--- src/wes_pkg.sv ---
// ----------------------------------------------------------------------------
// wes_pkg
// Shared types and constants for the wave-equation stencil stream.
// ----------------------------------------------------------------------------
package wes_pkg;

    localparam int DATA_W     = 24;
    localparam int SIDE_W     = 9;
    localparam int R2_W       = 16;
    localparam int CFG_DATA_W = 16;
    localparam int FRAC_BITS  = 16;

    localparam logic [SIDE_W-1:0] SIDE_RESET = SIDE_W'(256);
    localparam logic [R2_W-1:0]   R2_RESET   = R2_W'(14272);

    typedef logic signed [DATA_W-1:0] t_data;

    // Configuration register indexes.
    typedef enum logic [0:0] {
        CFG_INTERIOR_SIDE = 1'b0,
        CFG_R_SQUARED     = 1'b1
    } t_cfg_idx;

    // Registered read data of the line buffers for one grid point.
    typedef struct packed {
        t_data above;
        t_data center;
        t_data east;
        t_data prev;
    } t_lb_rd;

endpackage

--- src/wes_stencil.sv ---
// ----------------------------------------------------------------------------
// wes_stencil
// Five-point leapfrog update: 2c - p + ((r2 * (n + s + e + w - 4c)) >>> 16),
// saturated to the signed data width.
// ----------------------------------------------------------------------------
module wes_stencil (
    input  wes_pkg::t_data             i_center,
    input  wes_pkg::t_data             i_north,
    input  wes_pkg::t_data             i_south,
    input  wes_pkg::t_data             i_east,
    input  wes_pkg::t_data             i_west,
    input  wes_pkg::t_data             i_prev,
    input  logic [wes_pkg::R2_W-1:0]   i_r2,
    output wes_pkg::t_data             o_next
);
    import wes_pkg::*;

    localparam int LAP_W  = DATA_W + 3;
    localparam int PROD_W = LAP_W + R2_W + 1;
    localparam int SCL_W  = PROD_W - FRAC_BITS;
    localparam int SUM_W  = SCL_W + 1;

    localparam logic signed [SUM_W-1:0] SAT_MAX = SUM_W'((1 << (DATA_W - 1)) - 1);
    localparam logic signed [SUM_W-1:0] SAT_MIN = -SUM_W'(1 << (DATA_W - 1));

    logic signed [LAP_W-1:0]  lap;
    logic signed [PROD_W-1:0] prod;
    logic signed [SCL_W-1:0]  scaled;
    logic signed [SUM_W-1:0]  total;

    assign lap = LAP_W'(i_north) + LAP_W'(i_south) + LAP_W'(i_east) + LAP_W'(i_west)
               - (LAP_W'(i_center) <<< 2);
    assign prod   = PROD_W'(lap) * PROD_W'($signed({1'b0, i_r2}));
    assign scaled = SCL_W'(prod >>> FRAC_BITS);
    assign total  = (SUM_W'(i_center) <<< 1) - SUM_W'(i_prev) + SUM_W'(scaled);

    always_comb begin
        if (total > SAT_MAX) begin
            o_next = t_data'(SAT_MAX);
        end else if (total < SAT_MIN) begin
            o_next = t_data'(SAT_MIN);
        end else begin
            o_next = t_data'(total);
        end
    end

endmodule

--- config.mk ---
export PLATFORM = sky130hd
export DESIGN_NAME = wes_stencil
export DESIGN_NICKNAME = d
export VERILOG_FILES = /design/src/wes_pkg.sv /design/src/wes_stencil.sv
export SDC_FILE = /design/constraint.sdc
export NUM_CORES = 1
export LEC_CHECK = 0
export ABC_AREA = 1
export BUFFER_PORTS_ARGS = -buffer_cell sky130_fd_sc_hd__buf_2
export CAP_MARGIN = 10
export CORE_MARGIN = 1.5
export CORE_UTILIZATION = 41
export DETAILED_ROUTE_END_ITERATION = 10
export MAX_ROUTING_LAYER = met4
export PLACE_DENSITY = 0.61
export SYNTH_ARGS = -nofsm -noshare
export SYNTH_HDL_FRONTEND = slang
export SYNTH_SLANG_ARGS = --single-unit
--- constraint.sdc ---
create_clock -name vclk -period 12
set_input_delay 0.6 -clock vclk [all_inputs]
set_output_delay 0.6 -clock vclk [all_outputs]
set_load 0.05 [all_outputs]
# Yosys cells after proc, flatten, opt, wreduce, memory -nomap -nowiden
# Cells that the tools add are included.
dict set report word_totals {
  ff_bits 0
  latch_bits 0
  ramBits 0
  mem_bits_ro 0
  n_memories 0
}
dict set report classes {
  addsub 6
  mul 1
  div_mod_pow 0
  n_lt_le_gt_ge 2
  n_eq_ne 0
  n_shift 0
  n_mux 2
  bitwise_logic 0
  reduce_logical 0
}
# operator count
set op_table {}
lappend op_table {{24-bit 2-to-1 mux} 2}
lappend op_table {{27-bit by 17-bit multiplier with 44-bit output} 1}
lappend op_table {{26-bit by 28-bit adder with 29-bit output} 1}
lappend op_table {{29-bit by 24-bit > comparator with 1-bit output, second input constant} 1}
lappend op_table {{29-bit by 24-bit < comparator with 1-bit output, second input constant} 1}
lappend op_table {{26-bit by 24-bit adder with 27-bit output} 1}
lappend op_table {{27-bit by 26-bit subtractor with 27-bit output} 1}
lappend op_table {{25-bit by 24-bit adder with 26-bit output} 1}
lappend op_table {{25-bit by 24-bit subtractor with 26-bit output} 1}
lappend op_table {{24-bit by 24-bit adder with 25-bit output} 1}

# Depth between registers and ports, before layout
# Gate-level depths: netlist (run 1).
dict set report depth {
  word_depth 9
  ltp_mapped 60
}

# Worst setup path before layout (run 1)
# Ideal clock, no wire load.
dict set report synth_path {
  path_kind {input -> output}
  start {in i_center[17]}
  end {out o_next[10]}
  arrival_time_ns 10.772
  required_ns 11.400
  path_slack_ns 0.628
  cell_stages 46
  cell_sequence {inv_1 -> fa_1 -> fa_1 -> inv_1 -> fa_1 -> inv_1 -> ha_1 -> a21oi_1 -> o21ai_0 -> a221oi_2 -> nand3_1 -> nand2_2 -> nand2_2 -> nor2_1 -> inv_1 -> fa_1 -> inv_1 -> fa_1 -> [10 not listed] -> inv_1 -> nand3_1 -> nor4_1 -> nand3_1 -> nand3_1 -> xor2_1 -> fa_1 -> ha_1 -> inv_1 -> nor3_1 -> nand2_1 -> nand3b_1 -> nand3b_1 -> nand2_2 -> inv_1 -> nand2_2 -> buf_6 -> nand2_1}
}
dict set report synth_via {
  elab_chain_len 6
}
# item line
set synth_rtl {}
lappend synth_rtl {{start, declared} wes_stencil.sv:7} ;# input wes_pkg::t_data i_center,
lappend synth_rtl {{27-bit by 26-bit subtractor with 27-bit output} wes_stencil.sv:32} ;# - (LAP_W'(i_center) <<< 2);
lappend synth_rtl {{27-bit by 17-bit multiplier with 44-bit output} wes_stencil.sv:33} ;# assign prod = PROD_W'(lap) * PROD_W'($signed({1'b0, i_r2}));
lappend synth_rtl {{26-bit by 28-bit adder with 29-bit output *} wes_stencil.sv:35} ;# assign total = (SUM_W'(i_center) <<< 1) - SUM_W'(i_prev) + SUM_W'(scaled);
lappend synth_rtl {{29-bit by 24-bit < comparator with 1-bit output} wes_stencil.sv:40} ;# end else if (total < SAT_MIN) begin
lappend synth_rtl {{24-bit 2-to-1 mux} wes_stencil.sv:40}
lappend synth_rtl {{24-bit 2-to-1 mux *} wes_stencil.sv:38} ;# if (total > SAT_MAX) begin
lappend synth_rtl {{end, declared} wes_stencil.sv:14} ;# output wes_pkg::t_data o_next
# Every way passes the cells marked *; elsewhere a longest branch is shown, timed or not.

# Worst setup path after layout (run 1)
dict set report layout_path {
  start {in i_south[2]}
  end {out o_next[6]}
}
dict set report layout_via {
  elab_chain_len 9
}
# item line
set layout_rtl {}
lappend layout_rtl {{start, declared} wes_stencil.sv:9} ;# input wes_pkg::t_data i_south,
lappend layout_rtl {{24-bit by 24-bit adder with 25-bit output *} wes_stencil.sv:31} ;# assign lap = LAP_W'(i_north) + LAP_W'(i_south) + LAP_W'(i_east) + LAP_W'(i_west)
lappend layout_rtl {{25-bit by 24-bit adder with 26-bit output *} wes_stencil.sv:31}
lappend layout_rtl {{26-bit by 24-bit adder with 27-bit output *} wes_stencil.sv:31}
lappend layout_rtl {{27-bit by 26-bit subtractor with 27-bit output *} wes_stencil.sv:32}
lappend layout_rtl {{27-bit by 17-bit multiplier with 44-bit output *} wes_stencil.sv:33}
lappend layout_rtl {{26-bit by 28-bit adder with 29-bit output *} wes_stencil.sv:35}
lappend layout_rtl {{29-bit by 24-bit < comparator with 1-bit output} wes_stencil.sv:40}
lappend layout_rtl {{24-bit 2-to-1 mux} wes_stencil.sv:40}
lappend layout_rtl {{24-bit 2-to-1 mux *} wes_stencil.sv:38}
# Marks and branches as above.

==> flow_summary.json, run 1 <==
{
  "hold_ws_ns": 1.715,
  "syn-num-nets": 3781,
  "setup_tns_ns": 0,
  "hpwl_mm": 66.10,
  "synth-warning-count": 0,
  "fillers": 4899,
  "drc": 0,
  "hold_class": "in -> out",
  "max_clock_freq_ghz": 0.08415,
  "grt_remaining_overflow": 0,
  "wl_met1_mm": 31.81,
  "rsz0062_at_grt": "yes",
  "syn_inst": 2940,
  "worstHoldPathCells": 6,
  "route.met2.wl_mm": 37.17,
  "worst-path-max-fanout": 6,
  "io_buffer_count": 184,
  "synth_cell_types": 44,
  "avgSynthCellArea_sq_um": 7.556,
  "grt_pass1_vias": 22212,
  "avgViaCountPerCell": 4.977,
  "dr.pass1.iters": 8,
  "synth-xor-area-share_pct": 2.636,
  "cp-start-kind": "input port",
  "min_period_ns": 11.88,
  "finalHoldViolCount": 0,
  "slew-limit-headroom_pct": 37.24,
  "grt_max_degree": 26,
  "cp.arrival_ns": 11.28,
  "crit_required_ns": 11.40,
  "crit_top_cell": "fa_1",
  "gp_congestion": 1.018,
  "path_class": "in -> out",
  "regArea_sq_um": 0,
  "routed-wl-met3_mm": 5.034,
  "worstMarginPinSlew_ns": 0.9347,
  "grtUsageTotal_pct": 28.36,
  "layout_common_cells": "inv_1 (812), fa_1 (482), buf_4 (436), nand2_1 (378), nor2_1 (216)",
  "setup_viol": 0,
  "max_stage_delay_ns": 0.61,
  "vias": 21053,
  "synth_top_family_by_area": "adder cells",
  "synth_fa_ha_area_share_pct": 55.93,
  "seq_cell_count": 0,
  "drive_above_1_share_pct": 33.82,
  "drt_iter0_drc": 1555,
  "highest-signal-layer": "met4",
  "cp-end-kind": "output pin",
  "die_x_microns": 235.8,
  "syn_area_sq_um": 22220,
  "synthMuxAreaShare_pct": 0,
  "final_area_sq_um": 30400,
  "initial_core_util_pct": 41.36,
  "fin_util_pct": 56.61,
  "core_sq_um": 53710,
  "ant_nets": 0,
  "io_pins": 184,
  "yosys.area_share.simple_pct": 20.24,
  "nClkBuffers": 0,
  "totalWireLength_mm": 77.34,
  "maxCapViolations": 0,
  "wl_per_cell_microns": 18.28,
  "dieHeight_microns": 235.8,
  "synth_compound_area_share_pct": 5.097,
  "status": "finished, final reports clean",
  "cpMaxStageDelayCell": "fa_2",
  "slew_viol_final": 0,
  "postPlaceCellArea_sq_um": 26980,
  "syn_to_final_growth_pct": 36.86,
  "grt_pass1_wl_mm": 119.4,
  "die_area_sq_um": 55590,
  "antenna_found_initial": 4,
  "nets": 4373,
  "row_count": 85,
  "period_share_pct": 99.02,
  "synth.yosys.seq_area_share_pct": 0,
  "final_common_cell": "inv_1"
}
## critical path, delay by kind of cell
kind                       cells  cell delay (ns)
adders and majority gates     13             6.13
and+or+nand+nor               17             2.00
AOI/OAI and AO/OA              9             1.26
buffers and inverters         12             1.06
xor gates and xnor gates       1             0.19
## area by class of cell
cell class | instances | area, sq um | share of cell area (%)
inverter | 862 | 3246 | 10.67
tap | 696 | 870.8 | 2.864
antenna | 4 | 10.01 | 0.03292
multi-input combinational | 2010 | 21300 | 70.06
timing repair buffer | 658 | 4977 | 16.37
## kinds of logic (layout without fill, tap and decap cells)
group,count (synthesis),after routing
compound gates,199,199
simple gates,1061,1064
fa+ha+maj,681,681
xor+xnor,66,66
buf+inv,933,1520
other cells,0,4
## cells in the mapped netlist (all sizes together)
master,n,area (sq um)
a221oi,1,15.01
nor2,294,1111
xnor2,27,244.0
a211oi,1,7.510
a21boi,2,15.02
inv,857,3217
nand3b,7,56.30
o21ai,53,269.0
nand2,514,1984
nor4,4,25.02
a31o,1,8.760
clkbuf,47,176.4
nor3,16,95.09
buf,24,165.1
xor2,39,341.6
a31oi,14,87.58
or2,32,200.2
ha,161,2014
and3,2,12.51
fa,520,10410
o211ai,3,22.52
nand3,177,910.9
a21oi,94,478.0
nand4,15,100.1
o21a,8,60.06
a21o,9,67.56
o21bai,13,101.4
clkinv,5,18.77
## per-layer routing
metal | vias up | GRT usage, %
li1 | 9739 | -
met1 | 10313 | 36.02
met2 | 818 | 47.47
met3 | 183 | 3.745
met4 | 0 | 8.094
met5 | - | -
## final timing paths
| path | from | slack [ns] | end |
|---|---|---|---|
| hold / removal | i_prev[0] | 1.71 | o_next[0] |
| setup / recovery | i_south[2] | 0.12 | o_next[6] |
## stage by stage
step                instances  worst slack (ns)
floorplan                2940            0.6276
global placement         4174           -0.8429
detailed placement       4174           -0.8880
CTS                      4187          0.001736
global route             4230           -0.2550
finish                   4230            0.1171
## what timing repair did
item                       4_1_cts  5_1_grt
cloned                           3        4
hold buffers                     0        0
setup endpoints to repair       24       24
buffers inserted                10       35
gates resized for setup        161      552
pin swaps                       27      207
Power of run 1 is not shown: default switching activity piles up to over one toggle a cycle in this logic, so the estimate is an artifact.
==> run 2: changes to the inputs <==
--- a/config.mk
+++ b/config.mk
@@ -10,8 +10,8 @@
 export CAP_MARGIN = 10
 export CORE_MARGIN = 1.5
-export CORE_UTILIZATION = 41
+export CORE_UTILIZATION = 65
 export DETAILED_ROUTE_END_ITERATION = 10
 export MAX_ROUTING_LAYER = met4
-export PLACE_DENSITY = 0.61
+export PLACE_DENSITY = 0.89
 export SYNTH_ARGS = -nofsm -noshare
 export SYNTH_HDL_FRONTEND = slang
==> constraint.sdc (replaced) <==
create_clock -name vclk -period 12
set_input_delay 0.6 -clock vclk [all_inputs]
set_output_delay 0.6 -clock vclk [all_outputs]
set_load 0.02 [all_outputs]
==> run 2 against run 1 <==
- the flow now stops in global routing
- area after synthesis unchanged
- synthesized cell count unchanged
==> flow_summary.json, run 2 <==
{
  "status": "did not finish",
  "stop_stage": "global routing",
  "toolErrorMsg": "[ERROR GRT-0232] Routing congestion too high. Check the congestion heatmap in the GUI.",
  "avgSynthCellArea_sq_um": 7.556,
  "synth.yosys.seq_area_share_pct": 0,
  "synth_top_area_share_pct": 46.86,
  "synth_area_leaders": "fa_1 (47%), inv_1 (14%), ha_1 (9.1%)",
  "io_pins": 184,
  "dieHeight_microns": 187.9,
  "hold_buffers": 0,
  "grt_max_degree": 26,
  "synth_commonest_cells": "inv_1 (857), fa_1 (520), nand2_1 (498), nor2_1 (291), nand3_1 (172)",
  "placed_cells_incl_taps": 3806,
  "syn-num-nets": 3781,
  "yosys.area.top_type": "fa_1",
  "synth-warning-count": 0,
  "io_buffer_count": 184,
  "grt_remaining_overflow": 4,
  "initial_core_util_pct": 66.08,
  "synth_cell_types": 44,
  "hpwl_mm": 66.73,
  "syn_inst": 2940,
  "crit_endpoint": "o_next[0]",
  "syn_area_sq_um": 22220,
  "worst-ep-kind": "top-level output",
  "die_x_microns": 187.9,
  "row_count": 67,
  "grtUsageTotal_pct": 73.71,
  "gp_congestion": 1.063,
  "yosysMostFrequentCell": "inv_1"
}
-- run 2: cell counts after synthesis --
No cell type changed its count.
-- run 2: per-layer routing --
| layer | track usage [%] | GRT overflow |
|---|---|---|
| met4 | 72.49 | 3 |
| met1 | 70.47 | 0 |
| met3 | 53.88 | 0 |
| met5 | - | - |
| met2 | 93.03 | 1 |
-- run 2: timing repair --
item | CTS
pin swaps | 31
setup buffers | 4
endpoints found under the setup margin | 24
hold endpoints to repair | 0
gates resized for setup | 127
cloned | 2
-- run 2: logic make-up after synthesis --
group                      synth area share (%)
AOI/OAI and AO/OA                         5.097
buffers and inverters                     16.10
xor gates and xnor gates                  2.636
adders and majority gates                 55.93
and+or+nand+nor                           20.24
-- run 2: through the flow --
step                      setup WS, ns  instance area, sq um
after CTS                     0.004835                 26400
after detailed placement       -0.7092                 25770
after floorplan                 0.9296                 22220
after global placement         -0.3841                 25770
==> run 3: changes to the inputs <==
- CORE_UTILIZATION: 65 -> 40
- MAX_ROUTING_LAYER: met4 -> not set
- PLACE_DENSITY: 0.89 -> not set
- PLACE_DENSITY_LB_ADDON: not set -> 0.15
==> run 3 against run 2 <==
- the flow now finishes without violations
==> flow_summary.json, run 3 (synthesis gave the netlist of run 1 again) <==
{
  "seq_cell_count": 0,
  "syn_to_final_growth_pct": 40.30,
  "drc": 0,
  "cp-start-kind": "input port",
  "critical-path-top-delay-family": "adder cells",
  "cpMaxStageDelayCell": "fa_2",
  "avgViaCountPerCell": 4.919,
  "regArea_sq_um": 0,
  "min_period_ns": 11.91,
  "met1_usage_pct": 39.20,
  "totalWireLength_mm": 83.37,
  "drive_above_1_share_pct": 35.93,
  "use_met2_pct": 50.81,
  "dr.pass1.iters": 5,
  "fillers": 5179,
  "cp-end-kind": "output pin",
  "worstMarginPinSlew_ns": 1.013,
  "die_area_sq_um": 56960,
  "worst-path-max-fanout": 9,
  "hold_class": "in -> out",
  "vias": 21234,
  "grt_pass1_vias": 22924,
  "fin_ws_ns": 0.08504,
  "antenna_found_initial": 2,
  "maxCapViolations": 0,
  "fin_util_pct": 56.69,
  "multiInputGateArea_sq_um": 21660,
  "period_share_pct": 99.29,
  "max_clock_freq_ghz": 0.08393,
  "cp.arrival_ns": 11.31,
  "core_sq_um": 54990,
  "io_pins": 184,
  "slew_viol_final": 0,
  "finalHoldViolCount": 0,
  "rsz0062_at_grt": "yes",
  "crit_top_cell": "fa_1",
  "nClkBuffers": 0,
  "io_buffer_count": 184,
  "hpwl_mm": 72.29,
  "nets": 4411,
  "final_common_cell": "inv_1",
  "slew-limit-headroom_pct": 32.08,
  "setup_viol": 0,
  "grt_pass1_wl_mm": 127.7,
  "gp_congestion": 1.007,
  "dieHeight_microns": 238.7,
  "ant_nets": 0,
  "grt_remaining_overflow": 0,
  "status": "finished, final reports clean",
  "final_area_sq_um": 31170,
  "path_class": "in -> out",
  "gr-usage-met3_pct": 3.430,
  "postPlaceCellArea_sq_um": 27250,
  "row_count": 86,
  "critPathBufInv": 18,
  "drt_iter0_drc": 1342,
  "pre_cts_ws_ns": -0.5985,
  "crit_required_ns": 11.40,
  "grtUsageTotal_pct": 29.36,
  "grt_max_degree": 26,
  "wl_per_cell_microns": 19.31,
  "busiest_layer": "met2",
  "initial_core_util_pct": 40.40,
  "die_x_microns": 238.7,
  "max_stage_delay_ns": 0.64,
  "layout_common_cells": "inv_1 (781), fa_1 (486), buf_4 (464), nand2_1 (373), nor2_1 (212)",
  "setup_tns_ns": 0
}
==> run 3: cell type report <==
type	count	share of cell area (%)
multi-input cells	2010	69.50
diodes	1	0.008029
well taps	748	3.003
inverters	862	10.43
repair buffers	696	17.05
==> run 3: routing by layer <==
metal / routed length [microns] / share of wire, %
met5: 27 / 0.032
met4: 2603 / 3.1
met3: 5207 / 6.2
met2: 40610 / 49
met1: 34930 / 42
==> run 3: worst paths after layout <==
kind                        start        end  slack [ns]  cells after the start
worst min-delay path    i_prev[0]  o_next[0]        1.71                      6
worst max-delay path  i_center[3]  o_next[1]        0.09                     55
==> run 3: timing repair <==
item | 4_1_cts | 5_1_grt
resized for setup | 265 | 546
pin swaps | 66 | 261
gates cloned | 5 | 1
setup endpoints to repair | 24 | 24
hold buffers | 0 | 0
buffers inserted | 17 | 50
==> run 3: through the flow <==
step	instances	hold WS, ns
3_5_place_dp	4247	1.713
3_3_place_gp	4247	1.698
4_1_cts	4267	1.715
5_1_grt	4316	1.741
6_report	4317	1.712
2_1_floorplan	2940	1.506
Power of run 3 is left out for the same reason.
==> run 4: changes to the inputs <==
- ABC_AREA: 1 -> not set
==> run 4 against run 3 <==
- the flow now finishes with violations (negative setup slack)
- worst setup slack worse by 1.9 ns
- critical path depth unchanged
- routed wire length down 14%
- cell count down 6.7%
- final area down 6.2%
- die area up 3.2%
- global-route usage down 4.6 points
- non-clock buffer count down 12
- area after synthesis up 3.2%
- clock-buffer cell count unchanged
- utilization down 4.9 points
- via count down 3.1%
==> flow_summary.json, run 4 <==
{
  "hpwl_mm": 60.81,
  "seq_cell_count": 0,
  "avgSynthCellArea_sq_um": 8.392,
  "path_class": "in -> out",
  "layout_common_cells": "inv_1 (657), fa_1 (510), buf_4 (478), nand2_1 (293), buf_2 (156)",
  "row_count": 87,
  "die_area_sq_um": 58780,
  "die_x_microns": 242.5,
  "syn_to_final_growth_pct": 27.53,
  "nets": 4112,
  "nClkBuffers": 0,
  "rsz0062_at_grt": "yes",
  "slew-limit-headroom_pct": 49.20,
  "avgViaCountPerCell": 5.110,
  "syn_inst": 2733,
  "postPlaceCellArea_sq_um": 28170,
  "status": "finished with violations",
  "crit_top_cell": "fa_1",
  "period_share_pct": 115.2,
  "gp_congestion": 0.8899,
  "antenna_found_initial": 1,
  "syn-num-nets": 3574,
  "maxCapViolations": 0,
  "dieHeight_microns": 242.5,
  "syn_area_sq_um": 22940,
  "yosys.area.top_type": "fa_1",
  "drt_iter0_drc": 1116,
  "cp-end-kind": "output pin",
  "yosysMostFrequentCell": "inv_1",
  "setup_viol": 24,
  "grt_pass1_wl_mm": 116.2,
  "initial_core_util_pct": 40.60,
  "fillers": 5392,
  "vias": 20574,
  "synth_cell_types": 78,
  "cp-start-kind": "input port",
  "max_stage_delay_ns": 0.53,
  "grt_max_degree": 36,
  "drc": 0,
  "final_area_sq_um": 29250,
  "totalWireLength_mm": 71.83,
  "grt_remaining_overflow": 0,
  "synth.yosys.seq_area_share_pct": 0,
  "fin_ws_ns": -1.830,
  "min_period_ns": 13.83,
  "core_sq_um": 56500,
  "finalHoldViolCount": 0,
  "wl_per_cell_microns": 17.84,
  "grtUsageTotal_pct": 24.72,
  "grt_pass1_vias": 22261,
  "io_buffer_count": 184,
  "regArea_sq_um": 0,
  "worst-path-max-fanout": 6,
  "hold_class": "in -> out",
  "io_pins": 184,
  "drive_above_1_share_pct": 26.43,
  "slew_viol_final": 0,
  "crit_required_ns": 11.40,
  "final_common_cell": "inv_1",
  "cpMaxStageDelayCell": "fa_1",
  "dr.pass1.iters": 7,
  "synth-warning-count": 0,
  "synth_area_leaders": "fa_1 (45%), inv_1 (11%), ha_1 (8.8%)",
  "violations": "negative setup slack",
  "synth_top_area_share_pct": 45.39,
  "worstMarginPinSlew_ns": 0.7620,
  "ant_nets": 0,
  "max_clock_freq_ghz": 0.07231,
  "cp.arrival_ns": 13.23,
  "synth_commonest_cells": "inv_1 (674), fa_1 (520), nand2_1 (295), ha_1 (161), and2_1 (147)"
}
run 4: repair_timing:
action,4_1_cts,5_1_grt
cloned,3,4
setup buffers,25,9
endpoints found under the setup margin,24,24
hold buffers,0,0
pin swaps,6,31
resized for setup,91,78
run 4: final cells by class:
class	instances	area (sq um)	share of cell area, %
diodes	1	2.502	0.008555
repair buffers	684	5136	17.56
inverters	674	2530	8.650
well taps	756	945.9	3.234
multi-input cells	1911	20630	70.55
run 4: worst paths after layout:
kind                    start          to  slack, ns  cells past startpoint
hold / removal      i_prev[0]   o_next[0]       1.76                      5
setup / recovery  i_center[1]  o_next[16]      -1.83                     55
run 4: worst max-delay path, delay by kind of cell:
kind | cells | cell delay, ns
adder cells (fa/ha/maj) | 13 | 5.58
XOR/XNOR | 2 | 0.50
AND/OR/NAND/NOR | 4 | 0.73
buffers and inverters | 15 | 1.45
AO/OA/AOI/OAI | 21 | 4.38
run 4: cells by family after synthesis:
group / synth area share [%]
AOI/OAI and AO/OA: 11.24
buffers and inverters: 13.61
xor gates and xnor gates: 2.749
and+or+nand+nor: 17.78
muxes: 0.4419
adders and majority gates: 54.17
run 4: metrics by stage:
step / std cells / setup slack [ns] / hold WS (ns) / setup TNS (ns) / util, %
2_1_floorplan: 2733 / -1.037 / 1.550 / -23.92 / -
3_3_place_gp: 3987 / -2.018 / 1.759 / -47.71 / 49.85
3_5_place_dp: 3988 / -2.081 / 1.752 / -49.17 / 49.86
4_1_cts: 4014 / -1.834 / 1.754 / -42.56 / 50.92
5_1_grt: 4025 / -2.305 / 1.778 / -54.23 / 51.77
6_report: 4026 / -1.830 / 1.764 / -42.77 / 51.77
run 4: layer usage:
metal | part of all wire [%] | track usage [%] | vias up
met5 | 0 | 0 | -
met4 | 2.7 | 5.257 | 0
met3 | 3.7 | 1.185 | 93
met2 | 53 | 47.26 | 470
met1 | 40 | 30.48 | 10471
li1 | - | - | 9540
